$ cat config.mk
export PLATFORM = sky130hd
export DESIGN_NAME = psd_resid
export DESIGN_NICKNAME = d
export VERILOG_FILES = /design/src/rtl/psd_pkg.sv /design/src/rtl/psd_resid.sv
export SDC_FILE = /design/constraint.sdc
export NUM_CORES = 2
export LEC_CHECK = 0
export BUFFER_PORTS_ARGS = -buffer_cell sky130_fd_sc_hd__buf_2
export CAP_MARGIN = 20
export CELL_PAD_IN_SITES_DETAIL_PLACEMENT = 0
export CELL_PAD_IN_SITES_GLOBAL_PLACEMENT = 2
export CORE_ASPECT_RATIO = 1.2
export CORE_MARGIN = 1
export CORE_UTILIZATION = 30
export CTS_CLUSTER_DIAMETER = 120
export DETAILED_ROUTE_END_ITERATION = 7
export PLACE_DENSITY = 0.73
export SKIP_LAST_GASP = 1
export SLEW_MARGIN = 20
export SYNTH_ARGS = -nofsm -noshare
export SYNTH_HDL_FRONTEND = slang
export SYNTH_SLANG_ARGS = --single-unit
$ cat constraint.sdc
create_clock -name clock -period 7.1 [get_ports clock]
set_input_delay 0.355 -clock clock [delete_from_list [all_inputs] [get_ports clock]]
set_output_delay 0.355 -clock clock [all_outputs]
set_load 0.05 [all_outputs]
$ cat src/rtl/psd_pkg.sv
// Package for the point-to-segment distance unit: widths, part codes and the
// request structs passed between pipeline sections. No dependencies.
package psd_pkg;

   localparam int COORD_WIDTH   = 16;
   localparam int FRACTION_BITS = 8;
   localparam int DIST_W        = 25;

   localparam int MAG_W  = COORD_WIDTH;
   localparam int LEN_W  = 2 * COORD_WIDTH + 1;
   localparam int QUOT_W = COORD_WIDTH + FRACTION_BITS;
   localparam int NUM_W  = COORD_WIDTH + LEN_W + FRACTION_BITS;
   localparam int ERR_W  = COORD_WIDTH + FRACTION_BITS + 1;
   localparam int D2_W   = 2 * ERR_W + 1;
   localparam int ROOT_W = (D2_W + 1) / 2;
   localparam int RAD_W  = 2 * ROOT_W;

   typedef logic signed [COORD_WIDTH-1:0] coord_type;
   typedef logic [MAG_W-1:0]  mag_type;
   typedef logic [LEN_W-1:0]  len_type;
   typedef logic [QUOT_W-1:0] quot_type;
   typedef logic [NUM_W-1:0]  num_type;
   typedef logic [D2_W-1:0]   d2_type;

   typedef enum logic [1:0] {
      PART_START = 2'd0,
      PART_END   = 2'd1,
      PART_INNER = 2'd2
   } part_type;

   typedef struct packed {
      part_type part;
      logic     ndx;
      logic     ndy;
      logic     npx;
      logic     npy;
      mag_type  apx;
      mag_type  apy;
      d2_type   d2end;
   } div_side_type;

   typedef struct packed {
      div_side_type side;
      num_type      numx;
      num_type      numy;
      len_type      len2;
   } div_in_type;

   typedef struct packed {
      div_side_type side;
      quot_type     qx;
      quot_type     qy;
   } div_out_type;

   typedef struct packed {
      part_type part;
      d2_type   d2;
   } root_in_type;

endpackage

$ cat src/rtl/psd_resid.sv
// Residual section: per-axis error of P against the interior point, squares
// and squared distance select over three stages. Depends on psd_pkg.
module psd_resid (
   input  logic                  clock,
   input  logic                  reset,
   input  logic                  in_valid,
   output logic                  in_ready,
   input  psd_pkg::div_out_type  in_data,
   output logic                  out_valid,
   input  logic                  out_ready,
   output psd_pkg::root_in_type  out_data
);
   import psd_pkg::*;

   localparam int NS = 3;

   typedef logic [ERR_W-1:0] err_type;

   typedef struct packed {
      part_type part;
      d2_type   d2end;
      err_type  ex, ey;
   } r1_type;

   typedef struct packed {
      part_type part;
      d2_type   d2end;
      logic [2*ERR_W-1:0] sqx, sqy;
   } r2_type;

   function automatic err_type abs_sub(logic nx, err_type mx, logic ny, err_type my);
      if (nx != ny) return mx + my;
      return (mx >= my) ? (mx - my) : (my - mx);
   endfunction

   logic [NS-1:0] v_ff, en;
   r1_type r1_ff, r1_in;
   r2_type r2_ff, r2_in;
   root_in_type r3_ff, r3_in;

   always_comb begin
      en[NS-1] = !v_ff[NS-1] || out_ready;
      for (int i = NS - 2; i >= 0; i--) begin
         en[i] = !v_ff[i] || en[i+1];
      end
   end

   assign in_ready  = en[0];
   assign out_valid = v_ff[NS-1];
   assign out_data  = r3_ff;

   always_comb begin
      r1_in.part  = in_data.side.part;
      r1_in.d2end = in_data.side.d2end;
      r1_in.ex    = abs_sub(in_data.side.npx, ERR_W'(in_data.side.apx) << FRACTION_BITS,
                            in_data.side.ndx, ERR_W'(in_data.qx));
      r1_in.ey    = abs_sub(in_data.side.npy, ERR_W'(in_data.side.apy) << FRACTION_BITS,
                            in_data.side.ndy, ERR_W'(in_data.qy));
   end

   always_comb begin
      r2_in.part  = r1_ff.part;
      r2_in.d2end = r1_ff.d2end;
      r2_in.sqx   = (2*ERR_W)'(r1_ff.ex) * (2*ERR_W)'(r1_ff.ex);
      r2_in.sqy   = (2*ERR_W)'(r1_ff.ey) * (2*ERR_W)'(r1_ff.ey);
   end

   always_comb begin
      r3_in.part = r2_ff.part;
      if (r2_ff.part == PART_INNER) begin
         r3_in.d2 = D2_W'(r2_ff.sqx) + D2_W'(r2_ff.sqy);
      end else begin
         r3_in.d2 = r2_ff.d2end;
      end
   end

   always_ff @(posedge clock) begin
      if (reset) begin
         v_ff <= '0;
      end else begin
         v_ff <= (en & {v_ff[NS-2:0], in_valid}) | (~en & v_ff);
      end
   end

   always_ff @(posedge clock) begin
      if (en[0]) r1_ff <= r1_in;
      if (en[1]) r2_ff <= r2_in;
      if (en[2]) r3_ff <= r3_in;
   end

endmodule

**Word level (Yosys, flattened, before mapping)**

Cells that the tools add are included.

- Bits in registers: 312
- Bits of input ports: 141
- Word-level logic and storage cells: 44

- Bitwise operators: 4
- Eq/ne operators: 3
- Add/subtract/negate cells: 7
- Reduce and logical (&&, ||, !) cells: 6
- Multipliers: 2
- Order comparisons: 2
- Muxes and demuxes: 9

Operators by type and width:

| operator | number |
|---|---|
| $mux 25 | 6 |
| $mul 25x25->50 | 2 |
| $sub 24x24->25 | 4 |
| $add 50x50->51 | 1 |
| $mux 51 | 1 |
| $add 24x24->25 | 2 |
| $ge 24x24->1 | 2 |
| $and 3x3->3 | 2 |
| $logic_not 1->1 | 3 |
| $logic_or 1x1->1 | 3 |
| $not 3->3 | 1 |
| $or 3x3->3 | 1 |
| $eq 2x2->1 const B | 1 |
| $mux 1 | 2 |
| $ne 1x1->1 | 2 |

**Longest topological paths before layout**

- Depth after elaboration: 7
- Depth in mapped cells: 28
- Gate-level depth less buffers: 26

**Worst setup path before layout**

No wires, ideal clock.

- Path type: register -> register
- From: reg r1_ff[3] (netlist bit)
- To: reg r2_ff[49] (netlist bit) (data pin)
- Period minus slack after synthesis: 7.303 ns
- Cell stages (with the launch flop): 29
- Slack: -0.203 ns
- Data required time: 6.835 ns
- Arrival time: 7.038 ns
- Path through: edfxtp_1 clkbuf_1 clkbuf_1 nand2_1 fa_1 inv_1 fa_1 inv_1 fa_1 inv_1 fa_1 inv_1 fa_1 inv_1 fa_1 inv_1 fa_1 inv_1 ha_1 clkbuf_1 o21a_1 o21bai_1 a21oi_1 and3_1 a2111o_1 o221ai_1 o221ai_1 a311oi_1 xnor2_1

RTL lines:

| element | line | text |
|---|---|---|
| start: declaration | psd_resid.sv:37 | `r1_type r1_ff, r1_in;` |
| start signal: assignment | psd_resid.sv:86 | `if (en[0]) r1_ff <= r1_in;` |
| end signal: assignment | psd_resid.sv:87 | `if (en[1]) r2_ff <= r2_in;` |
| end: declaration | psd_resid.sv:38 | `r2_type r2_ff, r2_in;` |

==> qor.yml <==
layout:
  final_common_cell: "inv_1"
  fin_nets: 7688
  area_growth_syn_to_layout_pct: 16.5
  regArea_um2: 9280
  fillCellCount: 18100
  final_core_util_pct: 35.2
  drive_gt1_share_pct: 13.4
  multiInputGateArea_um2: 38700
  stdcell_area_um2: 62300
  most-common-layout-cells: "inv_1 (1463), fa_1 (917), ha_1 (504)"
  stdcell_count: 8426
worst_setup_path:
  startpoint_type: "flip-flop"
  slowest_delay_ns: 0.56
  crit_chain: "buf_4 > buf_6 > and2_1 > fa_2 > fa_1 > fa_1 > inv_1 > fa_1 > inv_1 > fa_2 > fa_1 > inv_1 > fa_1 > inv_1 > ha_1 > a21oi_2 > o21ai_2 > a21oi_2 > o221ai_2 > a2111o_1 > o221ai_2 > o221ai_2 > a311oi_2 > xnor2_1"
  worstPathMaxFanout: 7
  cp-end-kind: "flip-flop"
  cp_top_family: "adder cells"
  critPathKind: "reg -> reg"
  crit_slowest_cell: "fa_2"
  cpMostUsedCell: "fa_1"
  crit_buf_inv: 6
  crit_arrival_ns: 7.30
  required_ns: 7.48
synthesis:
  synthMuxAreaShare_pct: 0.395
  async_flop_share_pct: 0
  synthesis.nets: 7212
  synthAdderAreaFrac_pct: 47.3
  ys_warn_count: 0
  synth_area_um2: 53500
  synth-seq-cells: 310
  syn_area_per_cell_um2: 9.54
  synth_area_leaders: "fa_1 (35%), edfxtp_1 (17%), ha_1 (12%), inv_1 (10%), nand2_1 (3.3%)"
  synthSimpleGateAreaFrac_pct: 10.6
  synth_xor_area_share_pct: 3.26
  synth_edf_count: 307
  synth_top_area_share_pct: 35.0
  post-synth-top-area-cell: "fa_1"
  dominantRegCellSynth: "edfxtp_1"
  synth_top_family_by_area: "adder cells"
  ys_seq_area_share_pct: 17.3
  synth_cell_types: 81
  synthCells: 5609
  synth_compound_area_share_pct: 9.36
floorplan:
  rows: 169
  initial_utilization_pct: 30.2
  die-area_um2: 180000
  core_area_um2: 177000
  num_io_pins: 196
  die_w_um: 388
  die_h_um: 465
sta:
  fin_hold_ws_ns: 0.0491
  finalHoldViolCount: 0
  setup_viol: 0
  grt_setup_unrepaired: "true"
  finalCritPeriodShare_pct: 97.6
  max_freq_mhz: 144
  skew_ns: 0.0212
  slew_headroom_pct: 34.2
  slew_violations: 0
  worst_pin_slew_ns: 0.987
  fin_crit_ns: 6.93
drt:
  via_per_inst: 4.62
  drtIter0Drc: 1878
  drc: 0
  routed_wl_um: 144000
  wire_per_inst_um: 17.1
  ant_nets: 0
  first_pass_iters: 5
  vias: 38900
clock_tree:
  numCtsBuffers: 42
  cts_root_buffer: "clkbuf_16"
  path_clk_slew_ns: 0.06
  h-tree-depth: 2
  clock_path_buffers: 3
  cts_tree: "done"
  cts.sinks: 310
  clk_latency_ns: 0.63
global_route:
  antenna_found_initial: 18
  track_usage_pct: 16.2
  overflow: 0
  grt_max_degree: 80
  grt_first_pass_wirelength_um: 230000
  first_global_vias: 42200
placed_design:
  gp_congestion: 0.858
  placed_area_um2: 59400
  port_buffers: 195
  dp_hpwl_um: 122000
  placed_cells: 8255
job:
  maxCapViolations: 0
run_status:
  status: "finished, final reports clean"
min_path:
  hold_class: "in -> reg"
==> area by class of cell <==
type                            instances  area share (%)
Multi-Input combinational cell       3631            62.0
Tap cell                             2308            4.63
Timing Repair Buffer                  625            7.43
Antenna cell                            1         0.00401
Clock inverter                         27           0.381
Clock buffer                           49            1.74
Sequential cell                       310            14.9
Inverter                             1475            8.89
==> sequential cells by signal, summed over array words and instances (netlist names) <==
register  flops
r2_ff       151
r1_ff       103
out_data     53
v_ff          3
==> what timing repair did <==
action,in CTS,in global routing
gates cloned,0,1
buffers inserted,4,33
pin swaps,7,78
hold buffers,57,0
endpoints found under the hold margin,58,0
resized for setup,23,171
setup endpoints to repair,17,34
==> metal layers <==
metal | track usage [%] | part of all wire, %
met3 | 1.80 | 3.8
met4 | 3.64 | 2.0
met5 | 0 | 0.0069
met2 | 29.0 | 51
met1 | 20.9 | 43
==> logic make-up after synthesis <==
| logic type | after synthesis |
|---|---|
| multiplexers | 20 |
| AND/OR/NAND/NOR | 1177 |
| buffers and inverters | 1668 |
| XOR/XNOR | 199 |
| AO/OA/AOI/OAI | 773 |
| flip-flops | 310 |
| adder cells (fa/ha/maj) | 1462 |
==> per-stage QoR <==
| stage | TNS [ns] | setup WS, ns |
|---|---|---|
| finish | 0 | 0.173 |
| global route | -0.194 | -0.0672 |
| CTS | -0.0291 | -0.0280 |
| detailed placement | -2.63 | -0.292 |
| floorplan | 0 | 0.00325 |
| global placement | -1.95 | -0.261 |
==> worst paths after layout <==
| check | startpoint | slack [ns] | cells after the start | end |
|---|---|---|---|---|
| max | r1_ff[4] | 0.17 | 24 | r2_ff[49] |
| min | out_ready | 0.05 | 4 | v_ff[2] |
| min reg2reg | r1_ff[91] | 0.41 | 0 | r2_ff[141] |
| max reg2reg | r1_ff[4] | 0.17 | 24 | r2_ff[49] |
==> cells in the mapped netlist, drive strengths merged (8+ instances only) <==
| library cell | count |
|---|---|
| mux2i | 11 |
| a31oi | 36 |
| a221oi | 9 |
| nor2 | 185 |
| a211o | 9 |
| nor3b | 12 |
| a21o | 133 |
| nor3 | 30 |
| mux2 | 9 |
| or2 | 8 |
| nand4 | 43 |
| o21a | 22 |
| edfxtp | 307 |
| ha | 526 |
| clkbuf | 187 |
| a311oi | 8 |
| nor2b | 35 |
| a21boi | 8 |
| o21bai | 37 |
| xnor2 | 134 |
| a21oi | 220 |
| o31ai | 9 |
| and3 | 28 |
| and2 | 248 |
| nand2 | 472 |
| or3 | 9 |
| fa | 936 |
| nand2b | 16 |
| xor2 | 65 |
| or4 | 9 |
| o21ai | 163 |
| nand3 | 58 |
| and4 | 10 |
| o211ai | 18 |
| a211oi | 25 |
| inv | 1475 |
==> worst min-delay path: cells and delay by family <==
family	cells	cell delay, ns
buffers and inverters	1	0.08
AND/OR/NAND/NOR	3	0.19
Power is not shown: default switching activity piles up to over one toggle a cycle in this logic, so the estimate is an artifact.
