<file path="src/rtl/psd_pkg.sv">
// Package for the point-to-segment distance unit: widths, part codes and the
// request structs passed between pipeline sections. No dependencies.
package psd_pkg;

   localparam int COORD_WIDTH   = 16;
   localparam int FRACTION_BITS = 8;
   localparam int DIST_W        = 25;

   localparam int MAG_W  = COORD_WIDTH;
   localparam int LEN_W  = 2 * COORD_WIDTH + 1;
   localparam int QUOT_W = COORD_WIDTH + FRACTION_BITS;
   localparam int NUM_W  = COORD_WIDTH + LEN_W + FRACTION_BITS;
   localparam int ERR_W  = COORD_WIDTH + FRACTION_BITS + 1;
   localparam int D2_W   = 2 * ERR_W + 1;
   localparam int ROOT_W = (D2_W + 1) / 2;
   localparam int RAD_W  = 2 * ROOT_W;

   typedef logic signed [COORD_WIDTH-1:0] coord_type;
   typedef logic [MAG_W-1:0]  mag_type;
   typedef logic [LEN_W-1:0]  len_type;
   typedef logic [QUOT_W-1:0] quot_type;
   typedef logic [NUM_W-1:0]  num_type;
   typedef logic [D2_W-1:0]   d2_type;

   typedef enum logic [1:0] {
      PART_START = 2'd0,
      PART_END   = 2'd1,
      PART_INNER = 2'd2
   } part_type;

   typedef struct packed {
      part_type part;
      logic     ndx;
      logic     ndy;
      logic     npx;
      logic     npy;
      mag_type  apx;
      mag_type  apy;
      d2_type   d2end;
   } div_side_type;

   typedef struct packed {
      div_side_type side;
      num_type      numx;
      num_type      numy;
      len_type      len2;
   } div_in_type;

   typedef struct packed {
      div_side_type side;
      quot_type     qx;
      quot_type     qy;
   } div_out_type;

   typedef struct packed {
      part_type part;
      d2_type   d2;
   } root_in_type;

endpackage

</file>
<file path="src/rtl/psd_sqrt.sv">
// Pipelined floor square root, one root bit per stage, carrying the part
// code; the last stage is the result register. Depends on psd_pkg.
module psd_sqrt (
   input  logic                  clock,
   input  logic                  reset,
   input  logic                  in_valid,
   output logic                  in_ready,
   input  psd_pkg::root_in_type  in_data,
   output logic                  out_valid,
   input  logic                  out_ready,
   output logic [psd_pkg::ROOT_W-1:0] out_root,
   output psd_pkg::part_type     out_part
);
   import psd_pkg::*;

   localparam int NS = ROOT_W;

   typedef struct packed {
      part_type            part;
      logic [RAD_W-1:0]    rad;
      logic [ROOT_W+1:0]   rem;
      logic [ROOT_W-1:0]   root;
   } stage_type;

   function automatic stage_type step(stage_type s);
      logic [ROOT_W+3:0] t, trial;
      logic              take;
      stage_type         r;
      t      = {s.rem, s.rad[RAD_W-1:RAD_W-2]};
      trial  = {(ROOT_W+2)'(s.root), 2'b01};
      take   = t >= trial;
      r.part = s.part;
      r.rad  = s.rad << 2;
      r.rem  = take ? (ROOT_W+2)'(t - trial) : (ROOT_W+2)'(t);
      r.root = {s.root[ROOT_W-2:0], take};
      return r;
   endfunction

   logic [NS-1:0] v_ff, en;
   stage_type stg_ff [NS];
   stage_type stg_in [NS];
   stage_type src;

   always_comb begin
      en[NS-1] = !v_ff[NS-1] || out_ready;
      for (int i = NS - 2; i >= 0; i--) begin
         en[i] = !v_ff[i] || en[i+1];
      end
   end

   assign in_ready  = en[0];
   assign out_valid = v_ff[NS-1];
   assign out_root  = stg_ff[NS-1].root;
   assign out_part  = stg_ff[NS-1].part;

   always_comb begin
      for (int i = 0; i < NS; i++) begin
         if (i == 0) begin
            src.part = in_data.part;
            src.rad  = RAD_W'(in_data.d2);
            src.rem  = '0;
            src.root = '0;
         end else begin
            src = stg_ff[i-1];
         end
         stg_in[i] = step(src);
      end
   end

   always_ff @(posedge clock) begin
      if (reset) begin
         v_ff <= '0;
      end else begin
         v_ff <= (en & {v_ff[NS-2:0], in_valid}) | (~en & v_ff);
      end
   end

   always_ff @(posedge clock) begin
      for (int i = 0; i < NS; i++) begin
         if (en[i]) stg_ff[i] <= stg_in[i];
      end
   end

endmodule

</file>
<file path="config.mk">
export PLATFORM = sky130hd
export DESIGN_NAME = psd_sqrt
export DESIGN_NICKNAME = d
export VERILOG_FILES = /design/src/rtl/psd_pkg.sv /design/src/rtl/psd_sqrt.sv
export SDC_FILE = /design/constraint.sdc
export NUM_CORES = 2
export LEC_CHECK = 0
export BUFFER_PORTS_ARGS = -buffer_cell sky130_fd_sc_hd__buf_2
export CELL_PAD_IN_SITES_DETAIL_PLACEMENT = 1
export CELL_PAD_IN_SITES_GLOBAL_PLACEMENT = 2
export CORE_AREA = 3 3 420 422
export CTS_CLUSTER_SIZE = 20
export DETAILED_ROUTE_END_ITERATION = 8
export DIE_AREA = 0 0 423 425
export PLACE_DENSITY = 0.77
export SLEW_MARGIN = 20
export SYNTH_ARGS = -nofsm -noshare
export SYNTH_HDL_FRONTEND = slang
export SYNTH_SLANG_ARGS = --single-unit
</file>
<file path="constraint.sdc">
create_clock -name clock -period 13.9 [get_ports clock]
set_clock_uncertainty 0.2 [all_clocks]
set_input_delay 2.085 -clock clock [delete_from_list [all_inputs] [get_ports clock]]
set_output_delay 2.085 -clock clock [all_outputs]
set_load 0.05 [all_outputs]
</file>
After elaboration in Yosys (flattened, before gate mapping)

Memory sizes are Yosys's and may differ from the RTL's.
Index checks and enable logic that the tools add are counted.

Add/sub/neg operators: 26
Order comparisons: 26
Muxes and demuxes: 78
Bitwise gates (word level): 4
Reduce and logical (&&, ||, !) cells: 52

Operators with widths:

| cell                                                               | count |
|---|---|
| 30-bit by 28-bit greater-or-equal comparator with 1-bit output     | 25 |
| 28-bit two-way mux                                                 | 26 |
| 28-bit subtractor                                                  | 25 |
| 26-bit AND                                                         | 2 |
| 1-bit two-way mux                                                  | 52 |
| 1-bit zero test                                                    | 26 |
| 1-bit logical OR                                                   | 26 |
| 26-bit NOT                                                         | 1 |
| 26-bit OR                                                          | 1 |
| 1-bit by 1-bit subtractor with 2-bit output, second input constant | 1 |
| 1-bit greater-or-equal comparator, second input constant           | 1 |

Register bits: 26
Memory bits (writable): 2756
Input bits: 57
Output and inout port bits: 30
Logic and storage cells: 188
Memories: 1

Memories:

| memory | depth | bits a word | rd ports | clocked after Yosys merged registers in | write ports | line           | source |
|---|---|---|---|---|---|---|---|
| stg_ff | 26    | 106         | 26       | 0                                       | 26          | psd_sqrt.sv:40 | `stage_type stg_ff [NS];` |

Longest topological paths before layout

Depth after elaboration: 30
Depth in mapped cells: 14
Mapped depth without buffers: 12

Least setup slack after synthesis

No wires, ideal clock.

Path type: input-to-output
Start: input out_ready
End: output in_ready
Arrival: 11194 ps
Slack: 421 ps
Stages on the path: 12
Buffers on the path: 1
Cell sequence: nor2b_1 -> inv_1 -> nor2_1 -> nand2_1 -> nor2_1 -> inv_1 -> nor3_1 -> and2_1 -> buf_2 -> nand3_1 -> nor2_1 -> nand4_1

Cells in the longest elaborated chain, start to end: 26

RTL lines:

| what                           | line           | source |
|---|---|---|
| start: declaration             | psd_sqrt.sv:10 | `input logic out_ready,` |
| 1-bit logical OR               | psd_sqrt.sv:45 | `en[NS-1] = !v_ff[NS-1] \|\| out_ready;` |
| named net en[25]               | psd_sqrt.sv:39 | `logic [NS-1:0] v_ff, en;` |
| 1-bit logical OR (5 in a row)  | psd_sqrt.sv:47 | `en[i] = !v_ff[i] \|\| en[i+1];` |
| named net en[20]               | psd_sqrt.sv:39 |  |
| 1-bit logical OR               | psd_sqrt.sv:47 |  |
| named net en[19]               | psd_sqrt.sv:39 |  |
| 1-bit logical OR (15 in a row) | psd_sqrt.sv:47 |  |
| named net en[4]                | psd_sqrt.sv:39 |  |
| 1-bit logical OR (4 in a row)  | psd_sqrt.sv:47 |  |
| end: declaration               | psd_sqrt.sv:7  | `output logic in_ready,` |

The timed path passes the listed nets, and every way through them passes these cells.

Final worst setup path

Same ends and word-level chain as after synthesis.

==> flow_summary.yaml <==
outcome:
  status: "complete, no violations"
critical_path:
  rrSetupSlack_ns: 7.01
  cp_top_family: "simple AND/OR/NAND/NOR gates"
  reg2reg_depth: 13
  path_class: "primary input to output port"
  reg2reg_to: "stg_ff[0][206]$_DFFE_PP_"
  r2r_start: "v_ff[25]$_SDFFE_PP0P_"
  path_cells: "buf_2, nor2b_1, inv_2, nor2_1, nand2_2, buf_4, nor2_1, inv_2, buf_4, nor3_1, and2_1, nand3_4, nor2_1, nand4_1, buf_4, buf_2"
  slowest_delay_ns: 0.70
  crit_fanout: 64
  critical_path_arrival_ns: 7.68
  cp.required_ns: 11.61
  critPathBufInv: 7
  critPathSlowestCell: "and2_1"
  start_kind: "primary input"
  end_kind: "output port"
worst_hold_path:
  min_to: "stg_ff[0][1156]$_DFFE_PP_"
  hold_path.startpoint: "stg_ff[0][1048]$_DFFE_PP_"
  min_path_type: "flop to flop"
  holdPathStages: 0
timing:
  fin_crit_sh: 0.717
  worst_slack_ns: 3.94
  hold_viol: 0
  drv_slew: 0
  fin_crit_ns: 9.96
  slew_headroom: 0.289
  clock.fmax_mhz: 100
  setup_viol: 0
  fin_tns_setup_ns: 0
  worstMarginPinSlew_ns: 1.07
  rsz0062_at_grt: "no"
synthesis:
  synth_fp_nets: 6473
  synth-edff-count: 1708
  ys_seq_area_frac: 0.654
  synth_area_sq_mm: 0.0792
  synth_cell_types: 90
  async_flop_share: 0
  synth_seq_cells: 1734
  synth_warnings: 0
  postSynthCellCount: 6040
  syn_area_per_cell_sq_um: 13.1
  synth_ff_type: "edfxtp_1"
die:
  coreArea_sq_mm: 0.173
  io_pins: 87
  row_count: 153
  die_y_microns: 425
  die_w_microns: 423
  start_util: 0.457
  fp.dieArea_sq_mm: 0.180
placement:
  gp_congestion: 0.823
  hpwl_microns: 133000
  dp_slack_ns: 3.59
  placed_cells: 8361
  port-buffer-count: 86
routing:
  drt_iter0_drc: 2783
  viasPerCell: 5.35
  drtPass1Iterations: 7
  drc_errors: 0
  via_count: 46500
  wl_per_cell_microns: 20.5
  ant_nets: 0
  totalWireLength_microns: 179000
cts:
  insertion_delay_ns: 0.83
  htreeDepth: 4
  numCtsBuffers: 183
  cts_tree: "done"
  cts_setup_buffers: 0
  path_clk_slew_ns: 0.06
  cts-resized-gates: 0
  clock_tree.root_cell: "clkbuf_16"
  ctsHoldBuffers: 0
  clock-sinks: 1734
  clk_path_buf_depth: 3
power_and_ir_drop:
  power_density_mw_per_mm2: 161
  ir_drop_mv: 0.133
  leakagePower_nw: 35.6
final_layout:
  final_cells: 8695
  drive_above_1_share: 0.0870
  diodes: 0
  mostFrequentLayoutCells: "1708 x edfxtp_1, 486 x inv_1, 444 x nor2_1, 376 x ha_1, 366 x a21oi_1"
  final_common_cell: "edfxtp_1"
  area_growth_pct: 11.6
  layout.nets: 6654
job:
  drv_cap: 0
global_route:
  grt-ovfl-total: 0
  grt_pass1_vias: 48900
  grt_pass1_wl_microns: 281000
  antenna_found_initial: 4
  grt_use_total: 0.198
  grt_max_degree: 77
## routing by layer
metal | GRT usage | wire length [microns] | up-vias
li1 | - | - | 22600
met1 | 0.243 | 76000 | 23100
met2 | 0.365 | 93800 | 528
met3 | 0.0261 | 4470 | 237
met4 | 0.0541 | 4280 | 0
met5 | 0 | 0 | -
## final cells by class
class / instances / area, sq um
clock buffer: 212 / 4710
clock inverter: 122 / 1270
sequential: 1734 / 51800
multi-input combinational: 3680 / 25100
timing repair buffer: 125 / 723
inverter: 497 / 1870
fill: 17400 / 85000
tap: 2325 / 2910
## report_power, final
part / internal [W] / total (W) / switching [W]
logic: 0.000888 / 0.00207 / 0.00118
clock network: 0.00277 / 0.00482 / 0.00205
registers: 0.00670 / 0.00733 / 0.000625
total: 0.0104 / 0.0142 / 0.00386
## worst register-to-register path: cells and delay by family, from the launching register on
family	cells	cell delay (ns)
AND/OR/NAND/NOR	9	4.62
buffers and inverters	4	1.06
flip-flops	1	0.33
## synth_stat cells (all sizes together) (7+ instances only)
library cell,count,area [sq um]
nor3b,13,97.6
mux2,76,856
dfxtp,26,521
xnor2,273,2390
or4,38,287
and3,36,226
clkbuf,83,322
edfxtp,1708,51300
or3,56,360
buf,46,299
o21ai,265,1330
a31o,9,78.8
inv,495,1860
a311oi,7,61.3
mux2i,10,100
xor2,242,2120
a41oi,7,61.3
and2,19,120
nand3,115,576
o211ai,16,120
nand2b,73,457
nand3b,22,165
nand4b,13,114
nand2,350,1310
nor2,444,1670
a221o,7,70.1
o31ai,39,307
nor2b,50,313
a2111oi,10,93.8
nand4,59,369
or2,27,169
a21o,119,893
o22ai,8,50.1
ha,376,4700
a31oi,30,188
a211oi,31,233
nor3,162,811
nor4,81,528
a21boi,19,146
nor4b,12,105
o21a,89,668
a21oi,367,1840
o21bai,28,214
a211o,11,96.3
## flip-flops by register name, summed over array words and instances (netlist names)
name,count
v_ff,26
stg_ff,1708
## worst max path at each step
stage | endpoint | cells past startpoint | start | slack, ns
4_1_cts | in_ready | 16 | out_ready | 3.55
6_report | in_ready | 16 | out_ready | 3.94
3_3_place_gp | in_ready | 16 | out_ready | 3.88
5_1_grt | in_ready | 16 | out_ready | 3.34
2_1_floorplan | in_ready | 12 | out_ready | 0.42
3_5_place_dp | in_ready | 16 | out_ready | 3.59
## cell families after synthesis
logic type	after synthesis	synth area share
flip-flops	1734	0.654
AND/OR/NAND/NOR	1585	0.0986
AO/OA/AOI/OAI	1117	0.0878
buffers and inverters	626	0.0314
XOR/XNOR	515	0.0569
adder cells (fa/ha/maj)	376	0.0594
multiplexers	86	0.0121
other	1	0.0000473
## stage by stage
step	cell area, sq um	utilization	total power, W	hold slack, ns
2_1_floorplan	79200	-	0.00869	0.200
3_3_place_gp	82400	0.475	0.00943	0.201
3_5_place_dp	82400	0.475	0.00951	0.205
4_1_cts	88400	0.510	0.0144	0.216
5_1_grt	88400	0.510	0.0149	0.219
6_report	88400	0.510	0.0142	0.209
(Power assumes the default switching activity.)
